File: config.mk
export PLATFORM = sky130hd
export DESIGN_NAME = decimal_text_to_fixed_parser
export DESIGN_NICKNAME = d
export VERILOG_FILES = /design/src/hw/rtl/dttf_pkg.sv /design/src/hw/rtl/dttf_front.sv /design/src/hw/rtl/dttf_queue.sv /design/src/hw/rtl/dttf_back.sv /design/src/hw/rtl/decimal_text_to_fixed_parser.sv
export SDC_FILE = /design/constraint.sdc
export NUM_CORES = 1
export LEC_CHECK = 0
export ABC_AREA = 1
export BUFFER_PORTS_ARGS = -buffer_cell sky130_fd_sc_hd__buf_2
export CORE_MARGIN = 2
export CORE_UTILIZATION = 45
export CTS_CLUSTER_SIZE = 12
export DETAILED_ROUTE_END_ITERATION = 10
export GPL_TIMING_DRIVEN = 0
export PLACE_DENSITY_LB_ADDON = 0.2
export SLEW_MARGIN = 20
export SYNTH_ARGS = -nofsm -noshare
export SYNTH_HDL_FRONTEND = slang
export SYNTH_SLANG_ARGS = --single-unit
File: constraint.sdc
create_clock -name i_clk -period 13.8 [get_ports i_clk]
set_clock_uncertainty 0.1 [all_clocks]
set_input_delay 1.38 -clock i_clk [delete_from_list [all_inputs] [get_ports i_clk]]
set_output_delay 1.38 -clock i_clk [all_outputs]
set_load 0.05 [all_outputs]
File: src/hw/rtl/dttf_pkg.sv
`timescale 1ns / 1ps
// ----------------------------------------------------------------------------
// Decimal text parser package
// Shared types, character codes and the decimal scale table used by the
// parser front end, the job queue and the value-forming back end.
// ----------------------------------------------------------------------------
package dttf_pkg;

    // Fraction digits kept and the longest text taken before a forced end.
    localparam int FRAC_DIGITS = 9;
    localparam int MAX_TEXT    = 65535;

    // Quotient bits of the fraction scaling (Q.16 fraction).
    localparam int QUO_BITS = 16;

    localparam logic [7:0] CH_SPACE = 8'h20;
    localparam logic [7:0] CH_TAB   = 8'h09;
    localparam logic [7:0] CH_CR    = 8'h0D;
    localparam logic [7:0] CH_LF    = 8'h0A;
    localparam logic [7:0] CH_MINUS = 8'h2D;
    localparam logic [7:0] CH_PLUS  = 8'h2B;
    localparam logic [7:0] CH_DOT   = 8'h2E;
    localparam logic [7:0] CH_ZERO  = 8'h30;
    localparam logic [7:0] CH_NINE  = 8'h39;

    typedef struct packed {
        logic [7:0] text_byte;
        logic       start_number;
    } t_in_item;

    typedef struct packed {
        logic signed [48:0] fixed_value;
        logic [15:0]        end_offset;
        logic               overflow;
    } t_out_item;

    // One finished parse, waiting for value formation.
    typedef struct packed {
        logic        negative;
        logic [31:0] integer_accum;
        logic [29:0] fraction_accum;
        logic [3:0]  fraction_count;
        logic [15:0] byte_offset;
        logic        saturated;
    } t_job;

    typedef struct packed {
        logic full;
        logic empty;
    } t_queue_status;

    typedef enum logic [2:0] {
        PH_IDLE,
        PH_LEAD,
        PH_INT,
        PH_FRAC
    } t_phase;

    typedef enum logic [1:0] {
        BK_IDLE,
        BK_DIV,
        BK_FIN
    } t_back_state;

    // Ten to the power of the fraction digit count.
    function automatic logic [29:0] dec_scale(input logic [3:0] cnt);
        logic [29:0] s;
        case (cnt)
            4'd0:    s = 30'd1;
            4'd1:    s = 30'd10;
            4'd2:    s = 30'd100;
            4'd3:    s = 30'd1000;
            4'd4:    s = 30'd10000;
            4'd5:    s = 30'd100000;
            4'd6:    s = 30'd1000000;
            4'd7:    s = 30'd10000000;
            4'd8:    s = 30'd100000000;
            4'd9:    s = 30'd1000000000;
            default: s = 30'd1;
        endcase
        return s;
    endfunction

endpackage

File: src/hw/rtl/dttf_front.sv
`timescale 1ns / 1ps
// ----------------------------------------------------------------------------
// Parser front end
// Takes one text byte per transfer, runs the lead/integer/fraction phases and
// pushes a finished parse into the job queue on the terminating byte.
// ----------------------------------------------------------------------------
module dttf_front (
    input  logic                    i_clk,
    input  logic                    i_rst_n,
    input  logic                    i_in_valid,
    output logic                    o_in_stall,
    input  dttf_pkg::t_in_item      i_in_data,
    input  dttf_pkg::t_queue_status i_q_status,
    output logic                    o_push,
    output dttf_pkg::t_job          o_job
);

    dttf_pkg::t_phase r_phase, n_phase, c_phase;
    logic        r_neg, n_neg, c_neg;
    logic [31:0] r_int, n_int, c_int;
    logic [29:0] r_frac, n_frac, c_frac;
    logic [3:0]  r_fcnt, n_fcnt, c_fcnt;
    logic [15:0] r_off, n_off, c_off;
    logic        r_sat, n_sat, c_sat;

    logic        accept;
    logic        advance;
    logic        is_space;
    logic        is_digit;
    logic [3:0]  digit;
    logic [35:0] int_next;
    logic [29:0] frac_next;
    logic [7:0]  b;

    assign o_in_stall = i_q_status.full;
    assign accept     = i_in_valid && !i_q_status.full;
    assign b          = i_in_data.text_byte;

    assign is_space = (b == dttf_pkg::CH_SPACE) || (b == dttf_pkg::CH_TAB) ||
                      (b == dttf_pkg::CH_CR) || (b == dttf_pkg::CH_LF);
    assign is_digit = (b >= dttf_pkg::CH_ZERO) && (b <= dttf_pkg::CH_NINE);
    assign digit    = 4'(b - dttf_pkg::CH_ZERO);

    always_comb begin
        // A start byte discards any parse in flight before it is looked at.
        if (i_in_data.start_number) begin
            c_phase = dttf_pkg::PH_LEAD;
            c_neg   = 1'b0;
            c_int   = '0;
            c_frac  = '0;
            c_fcnt  = '0;
            c_off   = '0;
            c_sat   = 1'b0;
        end else begin
            c_phase = r_phase;
            c_neg   = r_neg;
            c_int   = r_int;
            c_frac  = r_frac;
            c_fcnt  = r_fcnt;
            c_off   = r_off;
            c_sat   = r_sat;
        end
    end

    // Times ten as two shifts and an add.
    assign int_next  = ({4'b0, c_int} << 3) + ({4'b0, c_int} << 1) + 36'(digit);
    assign frac_next = (c_frac << 3) + (c_frac << 1) + 30'(digit);

    assign o_job = '{negative:       c_neg,
                     integer_accum:  c_int,
                     fraction_accum: c_frac,
                     fraction_count: c_fcnt,
                     byte_offset:    c_off,
                     saturated:      c_sat};

    always_comb begin
        n_phase = r_phase;
        n_neg   = r_neg;
        n_int   = r_int;
        n_frac  = r_frac;
        n_fcnt  = r_fcnt;
        n_off   = r_off;
        n_sat   = r_sat;
        o_push  = 1'b0;
        advance = 1'b0;
        if (accept) begin
            n_phase = c_phase;
            n_neg   = c_neg;
            n_int   = c_int;
            n_frac  = c_frac;
            n_fcnt  = c_fcnt;
            n_off   = c_off;
            n_sat   = c_sat;
            if (c_phase != dttf_pkg::PH_IDLE) begin
                if (c_off >= 16'(dttf_pkg::MAX_TEXT)) begin
                    o_push  = 1'b1;
                    n_phase = dttf_pkg::PH_IDLE;
                end else begin
                    case (c_phase)
                        dttf_pkg::PH_LEAD: begin
                            if (is_space) begin
                                advance = 1'b1;
                            end else if (b == dttf_pkg::CH_MINUS) begin
                                n_neg   = 1'b1;
                                n_phase = dttf_pkg::PH_INT;
                                advance = 1'b1;
                            end else if (b == dttf_pkg::CH_PLUS) begin
                                n_phase = dttf_pkg::PH_INT;
                                advance = 1'b1;
                            end else if (is_digit) begin
                                if (int_next[35:32] != 4'd0) begin
                                    n_int = '1;
                                    n_sat = 1'b1;
                                end else begin
                                    n_int = int_next[31:0];
                                end
                                n_phase = dttf_pkg::PH_INT;
                                advance = 1'b1;
                            end else if (b == dttf_pkg::CH_DOT) begin
                                n_phase = dttf_pkg::PH_FRAC;
                                advance = 1'b1;
                            end else begin
                                o_push  = 1'b1;
                                n_phase = dttf_pkg::PH_IDLE;
                            end
                        end
                        dttf_pkg::PH_INT: begin
                            if (is_digit) begin
                                if (int_next[35:32] != 4'd0) begin
                                    n_int = '1;
                                    n_sat = 1'b1;
                                end else begin
                                    n_int = int_next[31:0];
                                end
                                advance = 1'b1;
                            end else if (b == dttf_pkg::CH_DOT) begin
                                n_phase = dttf_pkg::PH_FRAC;
                                advance = 1'b1;
                            end else begin
                                o_push  = 1'b1;
                                n_phase = dttf_pkg::PH_IDLE;
                            end
                        end
                        dttf_pkg::PH_FRAC: begin
                            if (is_digit) begin
                                // Digits past the kept precision are consumed only.
                                if (c_fcnt < 4'(dttf_pkg::FRAC_DIGITS)) begin
                                    n_frac = frac_next;
                                    n_fcnt = c_fcnt + 4'd1;
                                end
                                advance = 1'b1;
                            end else begin
                                o_push  = 1'b1;
                                n_phase = dttf_pkg::PH_IDLE;
                            end
                        end
                        default: begin
                            n_phase = dttf_pkg::PH_IDLE;
                        end
                    endcase
                    if (advance) begin
                        n_off = c_off + 16'd1;
                    end
                end
            end
        end
    end

    always_ff @(posedge i_clk) begin
        if (!i_rst_n) begin
            r_phase <= dttf_pkg::PH_IDLE;
            r_neg   <= 1'b0;
            r_int   <= '0;
            r_frac  <= '0;
            r_fcnt  <= '0;
            r_off   <= '0;
            r_sat   <= 1'b0;
        end else begin
            r_phase <= n_phase;
            r_neg   <= n_neg;
            r_int   <= n_int;
            r_frac  <= n_frac;
            r_fcnt  <= n_fcnt;
            r_off   <= n_off;
            r_sat   <= n_sat;
        end
    end

`ifndef ASSERT_OFF
    a_fcnt_bound: assert property (@(posedge i_clk) disable iff (!i_rst_n)
        r_fcnt <= 4'(dttf_pkg::FRAC_DIGITS))
        else $error("fraction digit count above kept precision");
    a_no_push_full: assert property (@(posedge i_clk) disable iff (!i_rst_n)
        i_q_status.full |-> !o_push)
        else $error("parse finished while the job queue was full");
`endif

endmodule

File: src/hw/rtl/dttf_queue.sv
`timescale 1ns / 1ps
// ----------------------------------------------------------------------------
// Job queue
// Short first-in first-out queue of finished parses between the front end
// and the back end.
// ----------------------------------------------------------------------------
module dttf_queue #(
    parameter int DEPTH = 2
) (
    input  logic                    i_clk,
    input  logic                    i_rst_n,
    input  logic                    i_push,
    input  dttf_pkg::t_job          i_job,
    input  logic                    i_pop,
    output dttf_pkg::t_job          o_job,
    output dttf_pkg::t_queue_status o_status
);

    localparam int PW = $clog2(DEPTH);
    localparam int CW = $clog2(DEPTH + 1);

    dttf_pkg::t_job r_mem [DEPTH];
    logic [PW-1:0]  r_wr_ptr, r_rd_ptr;
    logic [CW-1:0]  r_count;
    logic           do_push, do_pop;

    assign o_status.full  = (r_count == CW'(DEPTH));
    assign o_status.empty = (r_count == '0);
    assign do_push        = i_push && !o_status.full;
    assign do_pop         = i_pop && !o_status.empty;
    assign o_job          = r_mem[r_rd_ptr];

    always_ff @(posedge i_clk) begin
        if (do_push) begin
            r_mem[r_wr_ptr] <= i_job;
        end
    end

    always_ff @(posedge i_clk) begin
        if (!i_rst_n) begin
            r_wr_ptr <= '0;
            r_rd_ptr <= '0;
            r_count  <= '0;
        end else begin
            if (do_push) begin
                r_wr_ptr <= (r_wr_ptr == PW'(DEPTH - 1)) ? '0 : r_wr_ptr + 1'b1;
            end
            if (do_pop) begin
                r_rd_ptr <= (r_rd_ptr == PW'(DEPTH - 1)) ? '0 : r_rd_ptr + 1'b1;
            end
            if (do_push && !do_pop) begin
                r_count <= r_count + 1'b1;
            end else if (do_pop && !do_push) begin
                r_count <= r_count - 1'b1;
            end
        end
    end

`ifndef ASSERT_OFF
    a_no_pop_empty: assert property (@(posedge i_clk) disable iff (!i_rst_n)
        o_status.empty |-> !i_pop)
        else $error("pop from an empty job queue");
    a_count_bound: assert property (@(posedge i_clk) disable iff (!i_rst_n)
        r_count <= CW'(DEPTH))
        else $error("job queue count beyond depth");
`endif

endmodule

File: src/hw/rtl/dttf_back.sv
`timescale 1ns / 1ps
// ----------------------------------------------------------------------------
// Value forming back end
// Scales the decimal fraction to 16 binary bits with a restoring divider,
// joins it to the integer part, applies the sign and holds the result.
// ----------------------------------------------------------------------------
module dttf_back (
    input  logic                    i_clk,
    input  logic                    i_rst_n,
    input  dttf_pkg::t_queue_status i_q_status,
    input  dttf_pkg::t_job          i_job,
    output logic                    o_pop,
    output logic                    o_out_valid,
    input  logic                    i_out_stall,
    output dttf_pkg::t_out_item     o_out_data
);

    localparam int SW = $clog2(dttf_pkg::QUO_BITS);

    dttf_pkg::t_back_state r_state, n_state;

    logic [SW-1:0] r_step;
    logic [29:0]   r_rem, r_div;
    logic [15:0]   r_quo;
    logic          r_neg;
    logic [31:0]   r_int;
    logic [15:0]   r_off;
    logic          r_sat;

    logic                r_out_valid;
    dttf_pkg::t_out_item r_out;

    logic        out_free;
    logic        load_out;
    logic [30:0] rem2;
    logic        ge;
    logic [48:0] mag;

    assign out_free = !r_out_valid || !i_out_stall;
    assign rem2     = {r_rem, 1'b0};
    assign ge       = rem2 >= {1'b0, r_div};
    assign mag      = {1'b0, r_int, r_quo};

    always_comb begin
        n_state  = r_state;
        o_pop    = 1'b0;
        load_out = 1'b0;
        case (r_state)
            dttf_pkg::BK_IDLE: begin
                if (!i_q_status.empty) begin
                    o_pop   = 1'b1;
                    n_state = dttf_pkg::BK_DIV;
                end
            end
            dttf_pkg::BK_DIV: begin
                if (r_step == SW'(dttf_pkg::QUO_BITS - 1)) begin
                    n_state = dttf_pkg::BK_FIN;
                end
            end
            dttf_pkg::BK_FIN: begin
                if (out_free) begin
                    load_out = 1'b1;
                    n_state  = dttf_pkg::BK_IDLE;
                end
            end
            default: begin
                n_state = dttf_pkg::BK_IDLE;
            end
        endcase
    end

    always_ff @(posedge i_clk) begin
        if (!i_rst_n) begin
            r_state <= dttf_pkg::BK_IDLE;
        end else begin
            r_state <= n_state;
        end
    end

    // Divider datapath: the fraction is below the divisor, so every
    // remainder stays below it and the quotient fits in 16 bits.
    always_ff @(posedge i_clk) begin
        if (o_pop) begin
            r_rem  <= i_job.fraction_accum;
            r_div  <= dttf_pkg::dec_scale(i_job.fraction_count);
            r_quo  <= '0;
            r_step <= '0;
            r_neg  <= i_job.negative;
            r_int  <= i_job.integer_accum;
            r_off  <= i_job.byte_offset;
            r_sat  <= i_job.saturated;
        end else if (r_state == dttf_pkg::BK_DIV) begin
            r_rem  <= ge ? 30'(rem2 - {1'b0, r_div}) : rem2[29:0];
            r_quo  <= {r_quo[14:0], ge};
            r_step <= r_step + 1'b1;
        end
    end

    always_ff @(posedge i_clk) begin
        if (!i_rst_n) begin
            r_out_valid <= 1'b0;
        end else if (load_out) begin
            r_out_valid <= 1'b1;
        end else if (!i_out_stall) begin
            r_out_valid <= 1'b0;
        end
    end

    always_ff @(posedge i_clk) begin
        if (load_out) begin
            r_out.fixed_value <= r_neg ? $signed(49'(0) - mag) : $signed(mag);
            r_out.end_offset  <= r_off;
            r_out.overflow    <= r_sat;
        end
    end

    assign o_out_valid = r_out_valid;
    assign o_out_data  = r_out;

`ifndef ASSERT_OFF
    a_rem_below_div: assert property (@(posedge i_clk) disable iff (!i_rst_n)
        (r_state == dttf_pkg::BK_DIV) |-> (r_rem < r_div))
        else $error("divider remainder not below divisor");
    a_fin_holds: assert property (@(posedge i_clk) disable iff (!i_rst_n)
        (r_state == dttf_pkg::BK_FIN && !out_free) |=> (r_state == dttf_pkg::BK_FIN))
        else $error("finished value dropped while output busy");
`endif

endmodule

File: src/hw/rtl/decimal_text_to_fixed_parser.sv
`timescale 1ns / 1ps
// Throughput: one text byte per cycle while the job queue has room; results
// leave one at a time: a pop, the 16-bit fraction division, then a load.
// Reset: synchronous, active low; clears the parse, the queue and the output,
// after which no parse is active until a byte with start_number arrives.
// ----------------------------------------------------------------------------
// Decimal text to fixed-point parser
// Streams ASCII text one byte per transfer and returns one signed Q32.16
// value, consumed byte count and overflow flag per parsed number.
// ----------------------------------------------------------------------------
module decimal_text_to_fixed_parser #(
    parameter int QUEUE_DEPTH = 2
) (
    input  logic                i_clk,
    input  logic                i_rst_n,
    input  logic                i_in_valid,
    output logic                o_in_stall,
    input  dttf_pkg::t_in_item  i_in_data,
    output logic                o_out_valid,
    input  logic                i_out_stall,
    output dttf_pkg::t_out_item o_out_data
);

    // The front end walks the text and accumulates the integer part,
    // the fraction digits as a decimal integer, the sign and the byte
    // count. It stalls its input only when the job queue is full, so a
    // terminating byte always finds room for its finished parse.
    dttf_pkg::t_queue_status q_status;
    dttf_pkg::t_job          push_job;
    dttf_pkg::t_job          head_job;
    logic                    push;
    logic                    pop;

    dttf_front u_front (
        .i_clk      (i_clk),
        .i_rst_n    (i_rst_n),
        .i_in_valid (i_in_valid),
        .o_in_stall (o_in_stall),
        .i_in_data  (i_in_data),
        .i_q_status (q_status),
        .o_push     (push),
        .o_job      (push_job)
    );

    // The queue lets the byte stream run on while earlier numbers are
    // still being scaled and while a finished result waits downstream.
    dttf_queue #(
        .DEPTH (QUEUE_DEPTH)
    ) u_queue (
        .i_clk    (i_clk),
        .i_rst_n  (i_rst_n),
        .i_push   (push),
        .i_job    (push_job),
        .i_pop    (pop),
        .o_job    (head_job),
        .o_status (q_status)
    );

    // The back end turns the decimal fraction into 16 binary fraction bits
    // by division with one quotient bit per cycle, then applies the sign
    // and places the value in an output register that parts it from the
    // consumer.
    dttf_back u_back (
        .i_clk       (i_clk),
        .i_rst_n     (i_rst_n),
        .i_q_status  (q_status),
        .i_job       (head_job),
        .o_pop       (pop),
        .o_out_valid (o_out_valid),
        .i_out_stall (i_out_stall),
        .o_out_data  (o_out_data)
    );

endmodule
==> results of run 1 <==
## metrics by stage
step	hold slack (ns)	area [um2]
floorplan	0.300	26700
global placement	0.302	28100
detailed placement	0.305	28400
CTS	0.317	30000
global route	0.323	30000
finish	0.317	30000
## registers in the layout, summed over array words and instances (netlist names), 23 cells and up, named ones only
name               flops
u_queue.r_mem        168
u_back.o_out_data     66
u_back.r_int          32
u_front.r_int         32
u_back.r_rem          30
u_front.r_frac        30
u_back.r_div          23
## logic make-up after synthesis
kind of cell,share of synthesized area [%]
simple gates,21.9
compound gates,13.2
buf+inv,7.39
flops,46.6
fa+ha+maj,7.71
xor+xnor,3.22
## cell type report
type                    instances  area (um2)  area share [%]
repair buffers                 93         738            2.46
inverters                     412        1550            5.17
clock buffers                  78        1400            4.66
multi-input cells            2281       12300            41.1
well taps                     773         967            3.23
plain buffers                  98         429            1.43
clock inverters                13         168           0.559
flip-flops and latches        452       12400            41.4
## cell usage in the layout (no fill, tap or decap), drive strengths merged, types with 102 or more instances in the layout
master / instances
ha: 158
dfxtp: 115
buf: 126
inv: 413
nand3: 102
a21oi: 247
nand2: 903
nor2: 283
clkbuf: 143
o21ai: 211
edfxtp: 337
## per-layer routing
metal / up-vias / global-route usage, % / part of all wire [%]
li1: 11200 / - / -
met1: 10200 / 35.2 / 48
met2: 653 / 36.6 / 43
met3: 104 / 3.08 / 6.0
met4: 2 / 6.45 / 2.4
met5: - / 0 / 0.019
## how the worst min path moves through the flow
| stage | depth (start not counted) | slack (ns) | to | start |
|---|---|---|---|---|
| after CTS | 0 | 0.32 | u_back.o_out_data[9] | u_back.r_off[8] |
| final | 0 | 0.32 | u_back.o_out_data[9] | u_back.r_off[8] |
| after detailed placement | 0 | 0.30 | u_back.o_out_data[9] | u_back.r_off[8] |
| after floorplan | 0 | 0.30 | u_back.o_out_data[0] | u_back.r_sat |
| after global routing | 0 | 0.32 | u_back.o_out_data[9] | u_back.r_off[8] |
| after global placement | 0 | 0.30 | u_back.o_out_data[4] | u_back.r_off[3] |
## worst register-to-register path, cell delays in order, from the launching register on
cell and delay (ns):
dfxtp_1 0.31, nand2_1 0.12, inv_1 0.20, ha_1 0.34, ha_1 0.19, inv_1 0.07, fa_1 0.39, inv_1 0.10
nand3_1 0.07, nand3_1 0.12, nand2_1 0.07, nand2_1 0.15, nand2_1 0.07, nand2_1 0.15, nand2_1 0.09, nand3_1 0.09
nand2_1 0.06, nor2_2 0.34, nand2_1 0.15, inv_2 0.11, nand2_1 0.13, o21ai_0 0.31, a21oi_1 0.10
## power breakdown
group	internal [mW]	switching [mW]	total, mW
registers	1.84	0.131	1.97
clock network	0.754	0.529	1.28
logic	0.703	1.49	2.19
==> results.txt, run 1 <==
Post-route DRC: 0
Filler Cell Count: 5626
Crit path max-delay cell type: buf_1
Ant diodes: 0
Die ar.: 61300 um2
Postcts setup bufs: 0
Worst flop-to-flop path startpoint: u_front.r_int[1]
Type of origin of the critical path: input pin
Total track usage: 23.8%
Synth Area per Inst: 8.23 um2
Ys flop type: edfxtp_1
Total vias in the final route: 22100
CP peak stage delay: 0.59 ns
Final worst path period share: 41.4%
Die height: 248 um
Root Buffer: clkbuf_16
Setup ws final: 8.09 ns
Fin. max-slew vios: 0
Vias in the first global route: 20600
Unrepaired setup endpoints after global routing: false
Setup slack at placement: 7.66 ns
Leading area contributor after synthesis: edfxtp_1
Gate Count Post-Synth: 3243
Mapped Nets: 3418
TNS Setup: 0 ns
Clock slew at reported path FFs: 0.06 ns
Crit path kind: in2reg
Worst-Skew Late Latency: 0.59 ns
Vias/cell: 5.26
Initial Util: 45.4%
Drt total wl: 72700 um
Highest clock rate: 175 MHz
HPWL Detailed: 55900 um
Leakage: 13.3 nW
Initial antenna violation count: 2
Post-layout net count: 3562
Buf/Inv on CP: 7
Hold Buf Count CTS: 0
CP Depth: 22
Worst r2r dst: u_front.r_int[18]
Width of the die: 248 um
Max clock buf depth: 3
Final setup viols: 0
Peak VDD IR: 0.125 mV
Status: finished clean
Post-synthesis register bit count: 452
Drt pass-1 iters: 6
Mapped Area: 26700 um2
Ys async rst share: 0%
H-tree lvl count: 2
Largest net degree at the start of global routing: 53
Power Total: 5.44 mW
GPL Wtd Cong: 0.957
Post-DRT Antenna Nets: 0
Rows: 89
I/O Buffers: 80
Unique masters post-synth: 61
I/O Pins: 81
Top Family by Delay on Critical Path: buffers and inverters
Cells on worst reg2reg path: 22
Post-synth top cells: 895 x nand2_1, 396 x inv_1, 337 x edfxtp_1
Area share of the largest cell type after synthesis: 37.9%
Worst reg2reg setup slack: 9.82 ns
CP Data Arrival Time: 6.06 ns
CP Launch Point: i_in_data[0]
Slew @ Worst Pin: 0.859 ns
Overflow after GRT: 0
Most used cell, CP: nand2_1
Hold WC Path Type: reg2reg
Core Region: 58800 um2
Num CTS Buffers: 49
CP Max Fanout: 10
Util after Layout: 51.0%
Crit path capture: u_front.r_int[18]
Yosys Warn Count: 0
Area grow syn2layout: 12.4%
Top-count cell post-synth: nand2_1
DR WL/cell: 17.3 um
PostCTS Resize Cnt: 0
Min Clock Period, post-route: 5.71 ns
Register area share after synthesis: 46.6%
Global-route wire length before repair: 114000 um
Crit-path cells: buf_2, inv_4, buf_2, buf_2, buf_1, nand2_1, inv_1, ha_1, ha_1, a21oi_1, and2_1, nand2_1, a21oi_1, nand2_1, nand2_1, nand2_1, nor2_2, nand2_1, inv_2, nand2_1, o21ai_0, a21oi_1
PD cells: 182 nW/um2
Worst path required time: 14.16 ns
Top post-synthesis cells by area: edfxtp_1 38%, nand2_1 13%, dfxtp_1 8.6%, ha_1 7.4%, inv_1 5.6%
Max Cap Violations: 0
Sink Count: 452
Number of synthesized flops with an enable pin: 337
Setup crit end kind: flop
Post-route insts no fill: 4200
CTS tree: yes
Number of DRC markers in iteration 0: 1755
Fin. Hold Viols: 0
Post-Place Cells: 4109
Slew margin rel.: 42.7%
Share of layout cells above drive strength 1: 7.76%
Note: power is estimated with default switching activity, not from simulation.
==> inputs of run 2 (changes only) <==
ABC_AREA = 0   (was 1)
clock period = 5.3 ns   (was 13.8 ns; I/O delays follow)
==> results.txt, run 2 <==
Vias in the first global route: 17400
Post-layout net count: 2554
CP Max Fanout: 14
Max Cap Violations: 0
Number of synthesized flops with an enable pin: 337
Hold depth: 3
I/O Buffers: 80
Vias/cell: 5.78
Clock slew at reported path FFs: 0.06 ns
Final setup viols: 0
H-tree lvl count: 2
Total track usage: 22.4%
Commonest non-fill, non-tap cells in the layout: 337 x edfxtp_1, 179 x nand2_1, 158 x ha_1, 142 x a21oi_1, 135 x o21ai_0
Drt total wl: 63100 um
Post-synth top cells: 337 x edfxtp_1, 180 x nand2_1, 158 x ha_1
Status: finished clean
Post-route DRC: 0
Global-route wire length before repair: 98400 um
Post-route insts no fill: 3112
CP peak stage delay: 0.66 ns
Buf/Inv on CP: 5
Clock power share: 24.7%
Share of layout cells above drive strength 1: 11.2%
Most common cell after layout, fill and taps aside: edfxtp_1
Largest net degree at the start of global routing: 44
Root Buffer: clkbuf_16
Leading area contributor after synthesis: edfxtp_1
CTS tree: yes
HP Start: i_out_stall
Ys flop type: edfxtp_1
DR WL/cell: 20.3 um
Post-DRT Antenna Nets: 0
TNS Setup: 0 ns
Yosys Warn Count: 0
Post-synthesis register bit count: 452
Slew @ Worst Pin: 1.18 ns
Sink Count: 452
Crit path kind: in2reg
Setup crit end kind: flop
Initial antenna violation count: 0
Worst reg2reg setup slack: 0.58 ns
Num CTS Buffers: 48
Most used cell, CP: clkbuf_4
Worst flop-to-flop path startpoint: u_back.r_rem[0]
Leakage: 10.3 nW
Crit path max-delay cell type: or4b_2
Area share of the largest cell type after synthesis: 41.7%
Ant diodes: 0
Width of the die: 236 um
Gate Count Post-Synth: 2232
Mapped Area: 24300 um2
Unrepaired setup endpoints after global routing: false
Hold Buf Count CTS: 0
Seq pwr share: 38.5%
Top Family by Delay on Critical Path: simple AND/OR/NAND/NOR gates
Post-Place Cells: 3021
HPWL Detailed: 46900 um
Highest clock rate: 197 MHz
Die height: 236 um
Hold WC Path Type: in2reg
Area grow syn2layout: 13.1%
Int Pwr: 8.25 mW
Worst r2r dst: u_back.r_rem[12]
Die ar.: 55800 um2
PD cells: 467 nW/um2
Most flops, register: u_queue.r_mem
Core Region: 53600 um2
Design Area, Final: 27500 um2
Worst path required time: 5.67 ns
Setup ws final: 0.231 ns
Top post-synthesis cells by area: edfxtp_1 42%, dfxtp_1 9.5%, ha_1 8.1%, xnor2_1 3.6%, nor2b_1 3.1%
Drt pass-1 iters: 5
Mapped Nets: 2407
Min Clock Period, post-route: 5.07 ns
Comb power frac: 36.9%
Setup slack at placement: -2.22 ns
Slew margin rel.: 20.5%
Hold slack: 0.202 ns
Fin. Hold Viols: 0
Peak VDD IR: 0.277 mV
Type of origin of the critical path: input pin
Util after Layout: 51.2%
Fin. max-slew vios: 0
Worst-Skew Late Latency: 0.60 ns
Crit-path cells: clkbuf_4, buf_4, clkbuf_4, clkbuf_4, buf_4, nor2b_1, ha_1, ha_1, a21oi_2, or3b_2, a31oi_2, nor3b_1, or4b_2, nand3_1, o2111ai_4, a2111oi_0, o21ai_0
Hold EP: u_back.o_out_valid
Filler Cell Count: 4798
Register area share after synthesis: 51.2%
Cell Area, Placed: 25900 um2
Cells on worst reg2reg path: 11
Sw power: 4.56 mW
Power Total: 12.8 mW
Unique masters post-synth: 81
Synth Area per Inst: 10.9 um2
Final worst path period share: 95.6%
Max FFs per register: 168
I/O Pins: 81
Overflow after GRT: 0
GPL Wtd Cong: 0.930
Top-count cell post-synth: edfxtp_1
CP Data Arrival Time: 5.44 ns
Rows: 85
Max clock buf depth: 3
Initial Util: 45.3%
Ys async rst share: 0%
Switching share of power: 35.6%
Total vias in the final route: 18000
Number of DRC markers in iteration 0: 1525
[run 2: cell types whose count changed in the layout (fill, tap and decap cells not counted), moves of 39 or more]
cell / previous run / this run
and2_1: 1 / 45
nand2_1: 895 / 179
a211oi_1: 2 / 41
inv_1: 396 / 63
a21oi_1: 234 / 142
mux2_2: 0 / 52
nor2_1: 265 / 128
nor2b_1: 0 / 116
xnor2_1: 31 / 99
o21ai_0: 196 / 135
nand3_1: 100 / 32
[run 2: worst max path at each step]
stage                            start              endpoint  slack, ns  cells past startpoint
after floorplan           i_in_data[0]     u_front.r_int[22]       0.06                     17
after global placement    i_in_data[0]  u_queue.r_mem[1][76]      -2.87                     13
after detailed placement  i_in_data[0]     u_front.r_int[22]      -2.22                     18
after CTS                 i_in_data[0]     u_front.r_int[26]      0.005                     19
after global routing      i_in_data[0]     u_front.r_int[22]      0.003                     17
final                     i_in_data[0]      u_front.r_int[7]       0.23                     17
[run 2: cell type report]
class                   instances  area, um2  share of cell area [%]
plain buffers                  89        369                    1.34
clock buffers                  71       1310                    4.77
clock inverters                16        141                   0.515
inverters                      64        240                   0.875
multi-input cells            1626      11400                    41.5
flip-flops and latches        452      12400                    45.3
well taps                     696        871                    3.17
repair buffers                 98        708                    2.58
[run 2: kinds of logic after synthesis]
kind of cell               after synthesis  share of synthesized area (%)
AOI/OAI and AO/OA                      557                           14.6
xor gates and xnor gates               135                           4.87
adders and majority gates              162                           8.47
buffers and inverters                  154                           2.40
DFF                                    452                           51.2
muxes                                   90                           3.98
and+or+nand+nor                        682                           14.5
[run 2: worst reg2reg max path, stage by stage (launching register included)]
cell and delay [ns]:
edfxtp_1 0.44, ha_1 0.33, nor2b_1 0.16, o31a_1 0.30, o311a_1 0.37, o21ai_0 0.45, a21boi_0 0.25, o21a_1 0.25
o21ai_1 0.67, clkbuf_1 0.70, mux2i_1 0.33, a21oi_1 0.10
[run 2: power groups by stage]
stage | clock [mW] | sequential (mW) | combinational [mW]
after floorplan | 0 | 4.93 | 3.40
final | 3.16 | 4.93 | 4.72
after CTS | 3.22 | 4.92 | 4.70
after global placement | 0 | 5.03 | 4.49
after detailed placement | 0 | 5.00 | 4.65
after global routing | 3.34 | 4.98 | 5.23
[run 2: metal layers]
layer	GRT usage (%)	vias to the layer above	part of all wire, %
met2	34.2	534	44
met4	6.85	0	2.2
met1	32.9	8777	48
met3	3.41	91	6.2
li1	-	8574	-
met5	0	-	0
[run 2: timing repair]
action | in CTS | in global routing
gates resized for setup | 24 | 12
pin swaps | 1 | 3
setup endpoints to repair | 73 | 37
setup buffers | 3 | 2
==> inputs of run 3 (changes only) <==
BUFFER_PORTS_ARGS = unset   (was -buffer_cell sky130_fd_sc_hd__buf_2)
CORE_UTILIZATION = 25   (was 45)
DONT_BUFFER_PORTS = 1   (was unset)
==> results.txt, run 3 (synthesized netlist as in run 2, its figures left out) <==
GPL Wtd Cong: 0.859
Most common cell after layout, fill and taps aside: edfxtp_1
Initial Util: 25.2%
Leakage: 10.0 nW
I/O Buffers: 0
Width of the die: 316 um
Sink Count: 452
HPWL Detailed: 52600 um
Status: finished clean
Area grow syn2layout: 15.3%
PD cells: 473 nW/um2
Cell Area, Placed: 26200 um2
Die height: 316 um
Die ar.: 99600 um2
CTS tree: yes
Initial antenna violation count: 2
Peak VDD IR: 0.231 mV
Worst path required time: 5.68 ns
Root Buffer: clkbuf_16
Setup crit end kind: flop
Power Total: 13.2 mW
Post-Place Cells: 3523
Slew margin rel.: 20.5%
Multi-input gate area: 11400 um2
Filler Cell Count: 9995
CP Data Arrival Time: 5.42 ns
Design Area, Final: 28000 um2
DR WL/cell: 19.4 um
Hold WC Path Type: in2reg
Slew @ Worst Pin: 1.18 ns
Setup slack at placement: -2.22 ns
Num CTS Buffers: 51
Commonest non-fill, non-tap cells in the layout: 337 x edfxtp_1, 179 x nand2_1, 158 x ha_1, 142 x a21oi_1, 135 x o21ai_0
Drt pass-1 iters: 5
Fin. Hold Viols: 0
Total vias in the final route: 17300
Global-route wire length before repair: 107000 um
H-tree lvl count: 2
Overflow after GRT: 0
Post-DRT Antenna Nets: 0
Max Cap Violations: 0
Util after Layout: 29.0%
Unrepaired setup endpoints after global routing: false
Rows: 114
Highest clock rate: 199 MHz
Post-route insts no fill: 3624
Vias/cell: 4.78
CP Max Fanout: 19
Vias in the first global route: 17300
Most flops, register: u_queue.r_mem
Share of layout cells above drive strength 1: 8.57%
Total track usage: 13.9%
Post-route DRC: 0
Largest net degree at the start of global routing: 47
Post-layout net count: 2480
Core Region: 96400 um2
Drt total wl: 70200 um
Type of origin of the critical path: input pin
Worst-Skew Late Latency: 0.60 ns
Final setup viols: 0
Final worst path period share: 95.0%
Hold slack: 0.0470 ns
Min Clock Period, post-route: 5.04 ns
Number of DRC markers in iteration 0: 1335
TNS Setup: 0 ns
Crit path kind: in2reg
Fin. max-slew vios: 0
FF/Latch Area: 12400 um2
Max FFs per register: 168
I/O Pins: 81
Setup ws final: 0.262 ns
Max clock buf depth: 3
Clock slew at reported path FFs: 0.07 ns
==> run 3: final timing paths <==
kind                    startpoint  cells after the start                    to  slack, ns
setup / recovery      i_in_data[0]                     16      u_front.r_int[7]       0.26
hold reg to reg    u_back.r_off[3]                      0  u_back.o_out_data[4]       0.32
setup reg to reg  u_front.r_int[0]                     16      u_front.r_int[7]       0.53
hold / removal        i_in_data[1]                      2      u_front.r_int[0]       0.05
==> run 3: power by group <==
group	leakage, nW	switching, mW	internal, mW
sequential	3.98	0.301	4.65
combinational	5.26	2.93	1.84
clock	0.789	1.48	2.03
total	10.0	4.71	8.52
==> run 3: what timing repair did <==
item / 4_1_cts / 5_1_grt
hold buffers: 2 / 0
resized for setup: 26 / 7
pin swaps: 2 / 1
gates cloned: 0 / 0
endpoints found under the setup margin: 72 / 31
buffers inserted: 4 / 0
endpoints found under the hold margin: 2 / 0
==> run 3: layer usage <==
layer	vias up	global-route usage, %	share of wire, %
met4	2	2.93	1.7
met3	75	2.85	5.5
met5	-	0	0.019
li1	8435	-	-
met2	350	22.1	45
met1	8464	19.6	48
==> run 3: layout make-up <==
| type | count | share of cell area, % |
|---|---|---|
| Clock inverter | 26 | 0.859 |
| Timing Repair Buffer | 21 | 1.18 |
| Clock buffer | 67 | 4.96 |
| Buffer | 89 | 1.34 |
| Sequential cell | 452 | 44.4 |
| Inverter | 64 | 0.859 |
| Multi-Input combinational cell | 1626 | 40.7 |
| Tap cell | 1276 | 5.71 |
| Antenna cell | 3 | 0.0268 |
==> run 3: critical path, cell delays in order <==
cell and delay (ns):
clkbuf_2 0.22, buf_6 0.25, clkbuf_2 0.23, clkbuf_4 0.27
nor2b_1 0.35, ha_1 0.31, ha_1 0.36, a21o_1 0.21
or3b_2 0.46, a31oi_1 0.35, nor3b_1 0.19, or4b_2 0.68
nand3_1 0.16, o2111ai_4 0.25, a2111oi_0 0.46, o21ai_0 0.12
